[config.mk]
export PLATFORM = sky130hd
export DESIGN_NAME = bbc_cell
export DESIGN_NICKNAME = d
export VERILOG_FILES = /design/src/rtl/core/bbc_pkg.sv /design/src/rtl/core/bbc_cell.sv
export SDC_FILE = /design/constraint.sdc
export NUM_CORES = 1
export LEC_CHECK = 0
export BUFFER_PORTS_ARGS = -buffer_cell sky130_fd_sc_hd__buf_2
export CAP_MARGIN = 0
export CORE_MARGIN = 3
export CORE_UTILIZATION = 43
export CTS_CLUSTER_SIZE = 12
export DETAILED_ROUTE_END_ITERATION = 8
export GPL_TIMING_DRIVEN = 0
export HOLD_SLACK_MARGIN = 0.06
export PLACE_DENSITY = 0.95
export SLEW_MARGIN = 20
export SYNTH_ARGS = -nofsm -noshare
export SYNTH_HDL_FRONTEND = slang
export SYNTH_SLANG_ARGS = --single-unit
[constraint.sdc]
create_clock -name clk -period 2.5 [get_ports clk]
set_input_delay 0.125 -clock clk [delete_from_list [all_inputs] [get_ports clk]]
set_output_delay 0.125 -clock clk [all_outputs]
set_load 0.03 [all_outputs]
[src/rtl/core/bbc_pkg.sv]
// ----------------------------------------------------------------------------
// bbc_pkg
// shared types and constants of the bracket balance checker
// ----------------------------------------------------------------------------
package bbc_pkg;

  localparam int STACK_DEPTH_DEF = 32;
  localparam int LINE_WIDTH_DEF  = 20;
  localparam int CHAR_W          = 8;
  localparam int LINE_OUT_W      = 20;

  // character codes
  localparam logic [CHAR_W-1:0] CH_LPAREN  = 8'h28;
  localparam logic [CHAR_W-1:0] CH_RPAREN  = 8'h29;
  localparam logic [CHAR_W-1:0] CH_LBRACK  = 8'h5B;
  localparam logic [CHAR_W-1:0] CH_RBRACK  = 8'h5D;
  localparam logic [CHAR_W-1:0] CH_LBRACE  = 8'h7B;
  localparam logic [CHAR_W-1:0] CH_RBRACE  = 8'h7D;
  localparam logic [CHAR_W-1:0] CH_NEWLINE = 8'h0A;
  localparam logic [CHAR_W-1:0] CH_NONE    = 8'h00;

  typedef enum logic [1:0] {
    EV_UNPAIRED  = 2'd0,
    EV_UNDERFLOW = 2'd1,
    EV_OVERFLOW  = 2'd2,
    EV_DONE      = 2'd3
  } bbc_event_t;

  typedef enum logic {
    S_RUN   = 1'b0,
    S_DRAIN = 1'b1
  } bbc_state_t;

  // shift command broadcast along the cell chain
  typedef struct packed {
    logic push;
    logic pop;
  } stk_op_t;

endpackage

[src/rtl/core/bbc_cell.sv]
// ----------------------------------------------------------------------------
// bbc_cell
// one stack slot: takes the entry below on push, the entry above on pop
// ----------------------------------------------------------------------------
module bbc_cell #(
  parameter int ENTRY_W = 28
) (
  input  logic                 clk,
  input  bbc_pkg::stk_op_t     op,
  input  logic [ENTRY_W-1:0]   below_i,
  input  logic [ENTRY_W-1:0]   above_i,
  output logic [ENTRY_W-1:0]   entry_o
);
  import bbc_pkg::*;

  logic [ENTRY_W-1:0] entry_r;
  logic [ENTRY_W-1:0] entry_nxt;

  always_comb begin
    entry_nxt = entry_r;
    if (op.push) begin
      entry_nxt = below_i;
    end else if (op.pop) begin
      entry_nxt = above_i;
    end
  end

  always_ff @(posedge clk) begin
    entry_r <= entry_nxt;
  end

  assign entry_o = entry_r;

endmodule
==> out/qor.log <==
INFO  run_status     run_status=finished, final reports clean
INFO  floorplan      core.rowCount=18
INFO  global_route   grt_util_all_layers=0.145
INFO  global_route   grt_max_degree=29
INFO  critical_path  worst_setup_path_start_kind=flip-flop
INFO  critical_path  worst-endpoint-required=2380ps
INFO  timing         final_setup_violation_count=0
INFO  critical_path  crit_path_end_kind=output port
INFO  yosys          netlist_top_cells_area=edfxtp_1 69%, mux2_2 17%, mux2_4 11%
INFO  drt            firstDrtPassIters=4
INFO  drt            avgRoutedWirePerCell=14.2um
INFO  yosys          synth_top_area_share=0.687
INFO  global_route   overflow_left_after_global_routing=0
INFO  cells_and_area syn_to_final_growth=39.7%
INFO  timing         maxSlewHeadroom=0.577
INFO  timing         final-hold-violation-count=0
INFO  floorplan      initial_utilization=0.472
INFO  yosys          yosys.cell_types.count=6
INFO  drt            drt_iter0_drc=6
INFO  yosys          synth.avg_cell_area=20.4squm
INFO  yosys          synth_top_flop_cell=edfxtp_1
INFO  timing         final.min_clock_period=1030ps
INFO  clocking       cts_repair_resize_count=0
INFO  critical_path  critical_path.slowest_cell=edfxtp_1
INFO  cells_and_area final_core_utilization=0.660
INFO  global_route   grt_first_pass_wirelength=3.63mm
INFO  floorplan      fp.dieW=59.3um
INFO  power          combPwrFrac=0.258
INFO  yosys          yosysSeqAreaShare=0.687
INFO  place          dp_hpwl=2.06mm
INFO  critical_path  critical_path_class=flip-flop to output port
INFO  timing         tightest_slew=634ps
INFO  critical_path  timing.critical_path.from=entry_o[3]
INFO  critical_path  endpoint=entry_o[3]
INFO  critical_path  timing.critical_path.depth=1
INFO  clocking       tritoncts.num_buffers=3
INFO  place          place.detailed.instances=175
INFO  drt            routed_via_density=4.71
INFO  floorplan      coreArea=0.00259sqmm
INFO  critical_path  timing.critical_path.cells=buf_2
INFO  drt            routed-via-count=839
INFO  drt            remaining_drc_errors=0
INFO  place          port_buffers=85
INFO  power          finalPower=0.00103W
INFO  cells_and_area nFillCells=189
INFO  timing         max_clock_freq=970MHz
INFO  timing         timing.final.crit_share=0.413
INFO  clocking       clock_sinks=28
INFO  cells_and_area largest_reg_flops=28
INFO  drt            detail-route-antenna-nets=0
INFO  timing         setup_tns=0ps
INFO  yosys          synthesis.nets=119
INFO  clocking       ctsRootBufferMaster=clkbuf_4
INFO  hold_path      hold_class=primary input to flip-flop
INFO  power          internal_power=0.000738W
INFO  clocking       tritoncts=done
INFO  critical_path  critical_path.max_fanout=1
INFO  yosys          fraction_of_registers_with_async_set_reset=0
INFO  yosys          synthDominantAreaCellType=edfxtp_1
INFO  global_route   number_of_antenna_violations_at_the_first_check_in_global_routing=0
INFO  yosys          mappedNetlistArea=0.00122sqmm
INFO  cells_and_area nNetsFinal=209
INFO  clocking       postCtsHoldBufs=0
INFO  power          seq_power_share=0.572
INFO  critical_path  cpLargestDelayFamily=flip-flops
INFO  power          ir_drop=0.364mV
INFO  floorplan      fp.dieArea=0.00352sqmm
INFO  critical_path  largest_stage_delay_worst_path=400ps
INFO  floorplan      dieHeight=59.3um
INFO  power          share_clk_of_total_power=0.170
INFO  power          static-leakage-power=0.800nW
INFO  critical_path  critical_path.n_buffers_inverters=1
INFO  cells_and_area drive_gt1_frac=0.811
INFO  clocking       cts-root-to-sink-buffers=2
INFO  drt            totalWireLength=2.53mm
INFO  cells_and_area area_of_the_multi_input_gates=355squm
INFO  floorplan      io-pin-count=87
INFO  cells_and_area final_cell_count_no_fill=178
INFO  yosys          synth_edf_count=28
INFO  place          replace_congestion=0.680
INFO  power          power.net_switching=0.000289W
INFO  cells_and_area diodes=0
INFO  power          netSwitchingFraction=0.281
INFO  timing         drv_slew=0
INFO  yosys          most_frequent_cell_after_synthesis=edfxtp_1
INFO  clocking       htreeDepth=1
INFO  yosys          ys_seq_elements=28
INFO  yosys          synthCells=60
INFO  clocking       post_cts.repair.setup_buffers=0
INFO  job            timing.max_cap.violations=0
INFO  timing         fin_hold_ws=99.9ps
INFO  yosys          ys.warnings.count=0
INFO  global_route   grt_pass1_vias=890
INFO  yosys          commonest_cells_in_the_synthesized_netlist=28 x edfxtp_1, 19 x mux2_2, 9 x mux2_4, 2 x buf_6
INFO  power          power_density=601mW/mm^2
INFO  cells_and_area sequential_cell_area_in_the_final_layout=841squm
INFO  clocking       clk_pin_slew=140ps
INFO  critical_path  critical_path_arrival=910ps
INFO  timing         rsz0062_at_grt=false
## cell families after synthesis
logic type | Yosys count | share of synthesized area
multiplexers | 28 | 0.285
flip-flops | 28 | 0.687
buffers and inverters | 3 | 0.0225
AND/OR/NAND/NOR | 1 | 0.00512
## worst min path at each step
stage                      from     endpoint  slack (ps)  cells after the start
floorplan           below_i[16]  entry_o[16]         340                      1
global placement    below_i[21]  entry_o[21]         430                      2
detailed placement  above_i[24]  entry_o[24]         430                      2
CTS                 above_i[24]  entry_o[24]          90                      2
global route        above_i[21]  entry_o[21]          70                      2
finish              above_i[16]  entry_o[16]         100                      2
## through the flow
stage	setup slack [ps]	cell area, sq um
global route	1400	1710
CTS	1080	1710
global placement	812	1690
detailed placement	716	1690
floorplan	1020	1220
finish	1470	1710
## layer usage
metal	wire length [um]	up-vias	track usage
met4	17	0	0.0680
met2	1330	52	0.281
met1	815	375	0.126
met5	0	-	0
li1	-	410	-
met3	362	2	0.0545
## power groups by stage
stage | Sequential (W) | Clock (W) | Combinational, W
floorplan | 0.000708 | 0 | 0.0000615
global placement | 0.000596 | 0 | 0.000263
detailed placement | 0.000600 | 0 | 0.000269
CTS | 0.000589 | 0.000183 | 0.000269
global route | 0.000592 | 0.000205 | 0.000283
finish | 0.000587 | 0.000175 | 0.000265
## cell type report
class,instances,share of cell area
Buffer,3,0.0161
Clock buffer,3,0.0132
Multi-Input combinational cell,29,0.208
Sequential cell,28,0.492
Tap cell,30,0.0220
Timing Repair Buffer,85,0.249
## layout by cell type, fill, tap and decap left out
cell	count
or2_2	1
buf_6	2
buf_2	86
mux2_4	9
mux2_2	19
clkbuf_4	3
edfxtp_1	28
Power figures use the tool's default switching activity.
